<file path="config.mk">
export PLATFORM = sky130hd
export DESIGN_NAME = handle_allocator_free_stack_core_flat
export DESIGN_NICKNAME = d
export VERILOG_FILES = /design/src/rtl/hafs_pkg.sv /design/src/rtl/hafs_if.sv /design/src/rtl/hafs_ram.sv /design/src/rtl/hafs_stack.sv /design/src/rtl/handle_allocator_free_stack_core.sv /design/src/flat_wrapper.sv
export SDC_FILE = /design/constraint.sdc
export NUM_CORES = 2
export LEC_CHECK = 0
export BUFFER_PORTS_ARGS = -buffer_cell sky130_fd_sc_hd__buf_2
export CAP_MARGIN = 20
export CORE_MARGIN = 1
export CORE_UTILIZATION = 45
export CTS_BUF_LIST = sky130_fd_sc_hd__clkbuf_8
export CTS_CLUSTER_DIAMETER = 40
export DETAILED_ROUTE_END_ITERATION = 8
export GPL_TIMING_DRIVEN = 1
export PLACE_DENSITY = 0.63
export SLEW_MARGIN = 25
export SYNTH_ARGS = -nofsm -noshare
export SYNTH_HDL_FRONTEND = slang
export SYNTH_HIERARCHICAL = 1
export SYNTH_SLANG_ARGS = --single-unit
</file>
<file path="constraint.sdc">
create_clock -name clock -period 6 [get_ports clock]
set_input_delay 0.3 -clock clock [delete_from_list [all_inputs] [get_ports clock]]
set_output_delay 0.3 -clock clock [all_outputs]
set_load 0.005 [all_outputs]
</file>
<file path="src/rtl/hafs_pkg.sv">
package hafs_pkg;

   localparam int ENTRIES_DEFAULT = 64;

   localparam int MODE_W   = 2;
   localparam int HANDLE_W = 6;
   localparam int DESC_W   = 16;
   localparam int STATUS_W = 2;

   typedef logic [MODE_W-1:0]   mode_type;
   typedef logic [STATUS_W-1:0] status_type;

   localparam mode_type MODE_ALLOC   = 2'd0;
   localparam mode_type MODE_RELEASE = 2'd1;
   localparam mode_type MODE_LOOKUP  = 2'd2;

   localparam status_type ST_OK    = 2'd0;
   localparam status_type ST_FULL  = 2'd1;
   localparam status_type ST_BAD   = 2'd2;
   localparam status_type ST_FREED = 2'd3;

   typedef struct packed {
      logic push;
      logic pop;
   } stk_cmd_type;

endpackage

</file>
<file path="src/rtl/hafs_if.sv">
interface hafs_req_if
   import hafs_pkg::*;
   ();
   logic                valid;
   logic                ready;
   mode_type            mode;
   logic [HANDLE_W-1:0] handle;
   logic [DESC_W-1:0]   descriptor;

   modport source (output valid, mode, handle, descriptor, input ready);
   modport sink   (input valid, mode, handle, descriptor, output ready);
endinterface

interface hafs_rsp_if
   import hafs_pkg::*;
   ();
   logic                valid;
   logic                ready;
   status_type          status;
   logic [HANDLE_W-1:0] result_handle;
   logic [DESC_W-1:0]   result_descriptor;

   modport source (output valid, status, result_handle, result_descriptor, input ready);
   modport sink   (input valid, status, result_handle, result_descriptor, output ready);
endinterface

</file>
<file path="src/rtl/hafs_ram.sv">
module hafs_ram #(
   parameter int WIDTH = 16,
   parameter int DEPTH = 64,
   localparam int AW = (DEPTH > 1) ? $clog2(DEPTH) : 1
) (
   input  logic             clock,
   input  logic             wr_en,
   input  logic [AW-1:0]    wr_addr,
   input  logic [WIDTH-1:0] wr_data,
   input  logic             rd_en,
   input  logic [AW-1:0]    rd_addr,
   output logic [WIDTH-1:0] rd_data
);

   logic [WIDTH-1:0] mem [DEPTH];
   logic [WIDTH-1:0] rd_data_ff;

   always_ff @(posedge clock) begin
      if (wr_en) begin
         mem[wr_addr] <= wr_data;
      end
      if (rd_en) begin
         rd_data_ff <= mem[rd_addr];
      end
   end

   assign rd_data = rd_data_ff;

endmodule

</file>
<file path="src/rtl/hafs_stack.sv">
module hafs_stack
   import hafs_pkg::*;
#(
   parameter int DEPTH = 64,
   parameter int ID_W  = 6
) (
   input  logic            clock,
   input  logic            reset,
   input  stk_cmd_type     cmd,
   input  logic [ID_W-1:0] push_id,
   output logic [ID_W-1:0] top,
   output logic            empty
);

   localparam int CNT_W = $clog2(DEPTH + 1);
   localparam int AW    = (DEPTH > 1) ? $clog2(DEPTH) : 1;

   // the RAM is read every cycle at the slot that is on top after this cycle's
   // operation; a push in this cycle is served from the bypass register instead
   logic [CNT_W-1:0] count_ff;
   logic [CNT_W-1:0] count_in;
   logic [CNT_W-1:0] top_slot;
   logic             bypass_ff;
   logic [ID_W-1:0]  bypass_id_ff;
   logic [ID_W-1:0]  ram_q;

   always_comb begin
      count_in = count_ff;
      if (cmd.push) begin
         count_in = count_ff + CNT_W'(1);
      end else if (cmd.pop) begin
         count_in = count_ff - CNT_W'(1);
      end
   end

   assign top_slot = count_in - CNT_W'(1);

   always_ff @(posedge clock) begin
      if (reset) begin
         count_ff  <= '0;
         bypass_ff <= 1'b0;
      end else begin
         count_ff  <= count_in;
         bypass_ff <= cmd.push;
      end
   end

   always_ff @(posedge clock) begin
      if (cmd.push) begin
         bypass_id_ff <= push_id;
      end
   end

   hafs_ram #(
      .WIDTH (ID_W),
      .DEPTH (DEPTH)
   ) u_slot_ram (
      .clock   (clock),
      .wr_en   (cmd.push),
      .wr_addr (count_ff[AW-1:0]),
      .wr_data (push_id),
      .rd_en   (1'b1),
      .rd_addr (top_slot[AW-1:0]),
      .rd_data (ram_q)
   );

   assign top   = bypass_ff ? bypass_id_ff : ram_q;
   assign empty = (count_ff == '0);

endmodule

</file>
<file path="src/rtl/handle_allocator_free_stack_core.sv">
// Handle allocator: maps IDs to 16-bit descriptors. Allocate pops a released ID from the
// free stack, or hands out the next never-used ID, and stores the descriptor; release
// returns an in-use ID to the stack; lookup reads the descriptor back. One item is taken
// every clock. An item waits in the input register, where the table and the stack are
// updated, and its result is then presented from the result register; the registered read
// of the descriptor RAM is what calls for the result register. A full result side holds
// the input register and stalls the input. Table full, bad handle and already-released
// entries are reported in status and leave all state untouched. No clearing pass after
// reset: in-use bits are flops, and the read data of the descriptor and free stack RAMs
// is only used at written entries.
module handle_allocator_free_stack_core
   import hafs_pkg::*;
#(
   parameter int ENTRIES = ENTRIES_DEFAULT
) (
   input  logic   clock,
   input  logic   reset,
   hafs_req_if.sink   req_if,
   hafs_rsp_if.source rsp_if
);

   // only IDs below the handle range can ever be released or looked up
   localparam int LOCAL = (ENTRIES < (1 << HANDLE_W)) ? ENTRIES : (1 << HANDLE_W);
   localparam int IDX_W = $clog2(LOCAL);
   localparam int HW_W  = $clog2(ENTRIES + 1);
   localparam int CMP_W = (HW_W > HANDLE_W) ? HW_W : HANDLE_W;

   // input stage
   logic                s1_valid_ff;
   mode_type            s1_mode_ff;
   logic [HANDLE_W-1:0] s1_handle_ff;
   logic [DESC_W-1:0]   s1_desc_ff;

   // result stage
   logic                s2_valid_ff;
   status_type          s2_status_ff;
   logic [HANDLE_W-1:0] s2_handle_ff;
   logic                s2_rd_sel_ff;

   logic [HW_W-1:0]     high_water_ff;
   logic [HW_W-1:0]     high_water_in;
   logic [LOCAL-1:0]    in_use_ff;
   logic [LOCAL-1:0]    in_use_in;

   logic                advance;
   logic                accept;
   logic                in_range;
   logic [IDX_W-1:0]    hidx;
   logic                hused;

   stk_cmd_type         stk_cmd;
   logic [IDX_W-1:0]    stk_top;
   logic                stk_empty;

   status_type          status;
   logic [HANDLE_W-1:0] rhandle;
   logic                rd_sel;
   logic                alloc_write;
   logic [IDX_W-1:0]    new_id;
   logic                lookup_read;
   logic                release_ok;
   logic [DESC_W-1:0]   ram_q;

   assign advance = s1_valid_ff && (!s2_valid_ff || rsp_if.ready);
   assign accept  = req_if.valid && req_if.ready;
   assign req_if.ready = !s1_valid_ff || advance;

   assign in_range = CMP_W'(s1_handle_ff) < CMP_W'(high_water_ff);
   assign hidx     = s1_handle_ff[IDX_W-1:0];
   assign hused    = in_use_ff[hidx];

   always_comb begin
      status        = ST_OK;
      rhandle       = s1_handle_ff;
      rd_sel        = 1'b0;
      alloc_write   = 1'b0;
      new_id        = stk_top;
      lookup_read   = 1'b0;
      release_ok    = 1'b0;
      stk_cmd       = '0;
      high_water_in = high_water_ff;
      in_use_in     = in_use_ff;
      unique case (s1_mode_ff)
         MODE_ALLOC: begin
            if (!stk_empty) begin
               stk_cmd.pop = advance;
               alloc_write = 1'b1;
               rhandle     = HANDLE_W'(stk_top);
            end else if (high_water_ff < HW_W'(ENTRIES)) begin
               high_water_in = high_water_ff + HW_W'(1);
               new_id        = IDX_W'(high_water_ff);
               // IDs past the handle range are handed out but never stored
               alloc_write   = high_water_ff < HW_W'(LOCAL);
               rhandle       = HANDLE_W'(high_water_ff);
            end else begin
               status  = ST_FULL;
               rhandle = '0;
            end
            if (alloc_write) begin
               in_use_in[new_id] = 1'b1;
            end
         end
         MODE_RELEASE: begin
            if (!in_range) begin
               status = ST_BAD;
            end else if (!hused) begin
               status = ST_FREED;
            end else begin
               release_ok      = 1'b1;
               stk_cmd.push    = advance;
               in_use_in[hidx] = 1'b0;
            end
         end
         default: begin
            lookup_read = 1'b1;
            if (!in_range) begin
               status = ST_BAD;
            end else if (!hused) begin
               status = ST_FREED;
            end else begin
               rd_sel = 1'b1;
            end
         end
      endcase
   end

   always_ff @(posedge clock) begin
      if (reset) begin
         s1_valid_ff   <= 1'b0;
         s2_valid_ff   <= 1'b0;
         high_water_ff <= '0;
         in_use_ff     <= '0;
      end else begin
         if (req_if.ready) begin
            s1_valid_ff <= req_if.valid;
         end
         if (advance) begin
            s2_valid_ff   <= 1'b1;
            high_water_ff <= high_water_in;
            in_use_ff     <= in_use_in;
         end else if (rsp_if.ready) begin
            s2_valid_ff <= 1'b0;
         end
      end
   end

   always_ff @(posedge clock) begin
      if (accept) begin
         s1_mode_ff   <= req_if.mode;
         s1_handle_ff <= req_if.handle;
         s1_desc_ff   <= req_if.descriptor;
      end
      if (advance) begin
         s2_status_ff <= status;
         s2_handle_ff <= rhandle;
         s2_rd_sel_ff <= rd_sel;
      end
   end

   hafs_stack #(
      .DEPTH (LOCAL),
      .ID_W  (IDX_W)
   ) u_stack (
      .clock   (clock),
      .reset   (reset),
      .cmd     (stk_cmd),
      .push_id (hidx),
      .top     (stk_top),
      .empty   (stk_empty)
   );

   hafs_ram #(
      .WIDTH (DESC_W),
      .DEPTH (LOCAL)
   ) u_desc_ram (
      .clock   (clock),
      .wr_en   (advance && alloc_write),
      .wr_addr (new_id),
      .wr_data (s1_desc_ff),
      .rd_en   (advance && lookup_read),
      .rd_addr (hidx),
      .rd_data (ram_q)
   );

   assign rsp_if.valid             = s2_valid_ff;
   assign rsp_if.status            = s2_status_ff;
   assign rsp_if.result_handle     = s2_handle_ff;
   assign rsp_if.result_descriptor = s2_rd_sel_ff ? ram_q : '0;

   hw_bound_a: assert property (@(posedge clock) disable iff (reset)
      high_water_ff <= HW_W'(ENTRIES))
      else $error("high-water mark past table size");

   alloc_marks_a: assert property (@(posedge clock) disable iff (reset)
      advance && (s1_mode_ff == MODE_ALLOC) && alloc_write |=> in_use_ff[$past(new_id)])
      else $error("allocated ID not marked in use");

   release_push_a: assert property (@(posedge clock) disable iff (reset)
      advance && (s1_mode_ff == MODE_RELEASE) && release_ok
      |=> !stk_empty && !in_use_ff[$past(hidx)])
      else $error("released ID not on free stack");

   full_only_a: assert property (@(posedge clock) disable iff (reset)
      advance && (status == ST_FULL) |-> stk_empty && (high_water_ff == HW_W'(ENTRIES)))
      else $error("table full flagged with IDs available");

endmodule

</file>
<file path="src/flat_wrapper.sv">
// flat-port wrapper written by rule: the top's interface ports become plain ports
module handle_allocator_free_stack_core_flat import hafs_pkg::*;
#(
   parameter int ENTRIES = ENTRIES_DEFAULT
)
  (clock, reset, req_if_valid, req_if_mode, req_if_handle, req_if_descriptor, req_if_ready, rsp_if_valid, rsp_if_status, rsp_if_result_handle, rsp_if_result_descriptor, rsp_if_ready);
  hafs_req_if req_if_i ();
  hafs_rsp_if rsp_if_i ();
  input  logic clock;
  input  logic reset;
  input wire logic [$bits(req_if_i.valid)-1:0] req_if_valid;
  input wire logic [$bits(req_if_i.mode)-1:0] req_if_mode;
  input wire logic [$bits(req_if_i.handle)-1:0] req_if_handle;
  input wire logic [$bits(req_if_i.descriptor)-1:0] req_if_descriptor;
  output wire logic [$bits(req_if_i.ready)-1:0] req_if_ready;
  output wire logic [$bits(rsp_if_i.valid)-1:0] rsp_if_valid;
  output wire logic [$bits(rsp_if_i.status)-1:0] rsp_if_status;
  output wire logic [$bits(rsp_if_i.result_handle)-1:0] rsp_if_result_handle;
  output wire logic [$bits(rsp_if_i.result_descriptor)-1:0] rsp_if_result_descriptor;
  input wire logic [$bits(rsp_if_i.ready)-1:0] rsp_if_ready;
  assign req_if_i.valid = req_if_valid;
  assign req_if_i.mode = req_if_mode;
  assign req_if_i.handle = req_if_handle;
  assign req_if_i.descriptor = req_if_descriptor;
  assign req_if_ready = req_if_i.ready;
  assign rsp_if_valid = rsp_if_i.valid;
  assign rsp_if_status = rsp_if_i.status;
  assign rsp_if_result_handle = rsp_if_i.result_handle;
  assign rsp_if_result_descriptor = rsp_if_i.result_descriptor;
  assign rsp_if_i.ready = rsp_if_ready;
  handle_allocator_free_stack_core #(.ENTRIES(ENTRIES)) u_core (.clock(clock), .reset(reset), .req_if(req_if_i), .rsp_if(rsp_if_i));
endmodule
</file>
==> tab_implementation.tex <==
\begin{tabular}{lr}
\hline
Metric & Value \\
\hline
\multicolumn{2}{l}{\textbf{Critical path}} \\
\quad Crit path launch & u\_core/u\_stack/count\_ff[2]\$\_SDFF\_PP0\_ \\
\quad Highest fanout seen on the critical path & 20 \\
\quad R2R depth & 13 \\
\quad Worst Path Class, Setup & reg -> reg \\
\quad Type of origin of the critical path & register \\
\quad Critical path capture point & u\_core/u\_desc\_ram/mem[5][4]\$\_DFFE\_PP\_ \\
\quad Endpoint required time on the critical path & between 6000 and 7000 ps \\
\quad Origin of the critical flop-to-flop path & u\_core/u\_stack/count\_ff[2]\$\_SDFF\_PP0\_ \\
\quad Data arrival at the endpoint of the critical path & roughly 5500 ps \\
\quad Critical Path Sink Type & register \\
\quad R2r setup slk & $\sim$1100 ps \\
\quad Endpoint of the most critical register-to-register path & u\_core/u\_desc\_ram/mem[5][4]\$\_DFFE\_PP\_ \\
\multicolumn{2}{l}{\textbf{Pwr}} \\
\quad Static Leakage & between 20 and 25 nW \\
\quad Sw Ratio & between 20\% and 30\% \\
\quad Areal power density over the cells & 310 nW/um\^{}2 \\
\quad Power share of the clock group & 40.5\% \\
\quad Max rail drop VDD & $\sim$0.00019 V \\
\quad Internal power summed over all cells & 16.9 mW \\
\quad Logic gate share of total power & 4.5\% \\
\quad Part of the power in registers & a little over half \\
\quad Net switching power & between 4 and 5 mW \\
\multicolumn{2}{l}{\textbf{Hold path}} \\
\quad Path class of the lowest-slack min-delay path & in -> reg \\
\multicolumn{2}{l}{\textbf{Route}} \\
\quad Vias post-DR & between 30,000 and 40,000 \\
\quad Mean routed wirelength per cell & between 20 and 30 um \\
\quad Detailed-router iteration count before antenna repair & 5 \\
\quad DRC violation total after the first TritonRoute iteration & approximately 3,600 \\
\quad Post-detailed-route count of antenna-violating nets & 0 \\
\quad DRC violations left & 0 \\
\quad Total wire length & around 150 mm \\
\quad Vias per inst & a little under 6 \\
\multicolumn{2}{l}{\textbf{STA}} \\
\quad Unrepaired setup endpoints after global routing & false \\
\quad Achievable clock frequency & just over 200 MHz \\
\quad Endpoints failing setup & 0 \\
\quad Worst-case setup margin in the final layout & between 1000 and 1500 ps \\
\quad Worst Tran Pin Value & about 1100 ps \\
\quad Slew Viols, Final & 0 \\
\quad Final period utilization & between 80 and 90\% \\
\quad Sum of negative setup slack & 0 ps \\
\quad Final critical-path required period & about 4900 ps \\
\quad Worst-case clock skew & 69.9 ps \\
\quad Final count of hold timing violations & 0 \\
\quad Worst-case headroom to the max-slew limit & between 20\% and 30\% \\
\multicolumn{2}{l}{\textbf{Yosys}} \\
\quad Biggest area consumer among synthesized cells & edfxtp\_1 \\
\quad Distinct cell type count after synthesis & 79 \\
\quad Mapped Area & 62,100 sq um \\
\quad Post-synthesis area per instance & between 15 and 20 sq um \\
\quad Async set or reset register ratio after synthesis & 0\% \\
\quad Portion of synthesized cell area occupied by the leading cell type & a little under three quarters \\
\quad Most numerous cell in the Yosys netlist & edfxtp\_1 \\
\quad Sequential element share of the synthesized area & around three quarters \\
\quad Ranking of synthesized cells by area & edfxtp\_1 (71\%), mux4\_2 (11\%), dfxtp\_1 (2.6\%) \\
\quad Post-synthesis instance total & between 3,000 and 4,000 \\
\quad Top cells by instance count after synthesis & edfxtp\_1 (1,469), mux4\_2 (307), nor2\_1 (183) \\
\quad Warnings, synthesis & 6 \\
\quad Predominant post-synthesis flop cell & edfxtp\_1 \\
\quad Synth Register Bits & between 1,500 and 2,000 \\
\quad Number of synthesized flops with an enable pin & $\sim$1,500 \\
\multicolumn{2}{l}{\textbf{Die}} \\
\quad Area of the die & between 100,000 and 150,000 sq um \\
\quad Chip Height & 373 um \\
\quad DIE WIDTH & around 370 um \\
\quad Effective utilization at floorplan & between 40\% and 50\% \\
\quad Placement Rows & approximately 140 \\
\quad I/O pin total & between 50 and 60 \\
\quad Core ar. & about 140,000 sq um \\
\multicolumn{2}{l}{\textbf{Clocking}} \\
\quad Buffers from clock root to sink, at most & 4 \\
\quad CTS Root Cell & clkbuf\_8 \\
\quad Clock-pin slew of the registers on the worst-case setup and hold paths & 60 ps \\
\quad Clock tree from TritonCTS & built \\
\quad H-tree lvl count & 5 \\
\quad Number of CTS-inserted buffers & about 280 \\
\quad Sinks on the clock net & about 1,600 \\
\quad Clk\_lat worst skew & 990 ps \\
\quad Post-cts gate resize count & 0 \\
\multicolumn{2}{l}{\textbf{Flow run}} \\
\quad Number of max-capacitance violations reported & 0 \\
\multicolumn{2}{l}{\textbf{Layout}} \\
\quad Fraction of layout cells with a size suffix above 1 & 25.4\% \\
\quad Growth of design area from synthesis to finish & 12.3\% \\
\quad Nets & approximately 3,600 \\
\multicolumn{2}{l}{\textbf{Placed design}} \\
\quad HPWL after DPL & 85.4 mm \\
\quad Number of port buffers & between 50 and 60 \\
\quad Placer's final routability congestion estimate & approximately 0.85 \\
\quad Post-Place Setup Slack & 1050 ps \\
\multicolumn{2}{l}{\textbf{GRT}} \\
\quad Number of antenna violations at the first check in global routing & 7 \\
\quad Total routing usage reported by global routing & about a fifth \\
\quad Maximum number of pins on one net before global-route repair & approximately 140 \\
\quad Global route overflow & 0 \\
\quad Number of global-route vias before repair & 32,700 \\
\quad Global-route wire length before repair & between 200 and 250 mm \\
\multicolumn{2}{l}{\textbf{Run status}} \\
\quad Status & complete, no violations \\
\hline
\end{tabular}
-- kinds of logic (layout without fill, tap and decap cells) --
logic type | after synthesis | count (layout) | synth area share [%]
multiplexers | 495 | 495 | 14.5
other | 1 | 9 | 0.00604
AND/OR/NAND/NOR | 570 | 570 | 4.65
buffers and inverters | 197 | 686 | 2.10
XOR/XNOR | 14 | 14 | 0.222
AO/OA/AOI/OAI | 433 | 433 | 4.68
adder cells (fa/ha/maj) | 9 | 9 | 0.181
flip-flops | 1550 | 1550 | 73.6
-- power by group through the flow --
stage          Clock, mW  Combinational, mW  Sequential, mW
2_1_floorplan          0              0.546            12.2
3_3_place_gp           0              0.955            12.1
3_5_place_dp           0              0.964            12.1
4_1_cts             8.98              0.987            11.9
5_1_grt             9.43               1.04            11.9
6_report            8.77              0.982            11.9
-- metrics by stage --
stage	area (sq um)	power [mW]	utilization (%)	cells	hold slack, ps
finish	69800	21.7	51.2	5547	89.4
global route	69800	22.4	51.2	5546	47.8
CTS	69700	21.9	51.2	5543	3.34
detailed placement	64500	13.1	47.4	5060	478
global placement	64500	13.1	47.4	5059	479
floorplan	62100	12.7	-	3274	399
-- layout make-up --
cell class	count	area, sq um
clock inverter	158	835
clock buffer	287	3950
tap	1781	2230
sequential	1550	45700
inverter	15	57.6
multi-input combinational	1527	15100
fill	10900	66400
timing repair buffer	226	1800
antenna	3	7.51
-- timing repair --
action | CTS | global route
buffers inserted | 0 | 0
hold endpoints to repair | 38 | 0
hold buffers | 38 | 0
-- worst max-delay path, cell delays in order (launching register included) --
cell and delay (ps):
dfxtp_1 490, nor4_1 560, nand2_1 110, nor2_1 620, nand2b_1 100, buf_4 230, nor2_1 460, nand2_1 100
o21ai_1 340, buf_4 290, nor2b_1 180, nand3_1 460, nor2_1 250, buf_4 320
-- routing by layer --
| metal | vias up | wire, um | track usage (%) | share of wire, % |
|---|---|---|---|---|
| met2 | 1348 | 69100 | 32.7 | 47 |
| met5 | - | 0 | 0 | 0 |
| li1 | 14000 | - | - | - |
| met1 | 16900 | 64100 | 30.5 | 43 |
| met3 | 307 | 10900 | 4.10 | 7.4 |
| met4 | 0 | 4480 | 7.72 | 3.0 |
-- how the worst min path moves through the flow --
| stage | start | end | slack (ps) | cells past startpoint |
|---|---|---|---|---|
| 6_report | req_if_mode[1] | u_core/s1_mode_ff[1]$_DFFE_PP_ | 90 | 2 |
| 5_1_grt | req_if_mode[1] | u_core/s1_mode_ff[1]$_DFFE_PP_ | 50 | 2 |
| 4_1_cts | req_if_descriptor[3] | u_core/s1_desc_ff[3]$_DFFE_PP_ | 3 | 2 |
| 3_5_place_dp | req_if_descriptor[4] | u_core/s1_desc_ff[4]$_DFFE_PP_ | 480 | 1 |
| 3_3_place_gp | req_if_descriptor[7] | u_core/s1_desc_ff[7]$_DFFE_PP_ | 480 | 1 |
| 2_1_floorplan | req_if_handle[0] | u_core/hidx[0]$_DFFE_PP_ | 400 | 0 |
-- cells in the final DEF, fill, tap and decap left out, types with 9 or more instances in the layout --
master / Yosys / routed
mux4_2: 307 / 307
and2_1: 21 / 20
dfxtp_1: 81 / 81
clkinv_1: 1 / 47
nand3_1: 55 / 55
a22oi_1: 49 / 49
o22ai_1: 12 / 12
nor2b_1: 108 / 105
a21oi_2: 51 / 51
buf_4: 18 / 124
buf_12: 12 / 9
a221oi_1: 19 / 19
a211oi_1: 15 / 15
o221ai_1: 9 / 9
nand2b_1: 14 / 14
mux4_1: 10 / 10
o21ai_1: 11 / 13
ha_1: 9 / 9
edfxtp_1: 1469 / 1469
o21ai_0: 77 / 75
inv_1: 12 / 90
mux2_2: 44 / 44
mux2i_1: 134 / 134
buf_2: 55 / 53
dlygate4sd3_1: 0 / 38
nand3b_1: 11 / 11
nand4_1: 16 / 16
nor2_1: 183 / 182
nand2_1: 98 / 98
clkbuf_8: 0 / 287
a31oi_1: 20 / 20
clkinv_2: 0 / 19
nor3_1: 18 / 14
a21oi_1: 117 / 117
-- state kept, by name, indices dropped and copies added (netlist names), 2 cells and up --
signal / flops
u_core/s1_mode_ff: 2
u_core/u_stack/bypass_id_ff: 6
u_core/u_stack/u_slot_ram/mem: 384
u_core/in_use_ff: 64
u_core/high_water_ff: 7
u_core/s1_desc_ff: 16
u_core/u_stack/count_ff: 7
u_core/rsp_if.status: 2
u_core/hidx: 6
u_core/u_desc_ram/mem: 1024
u_core/rsp_if.result_handle: 6
u_core/u_desc_ram/rd_data: 16
u_core/u_stack/u_slot_ram/rd_data: 6
Power figures use the tool's default switching activity.
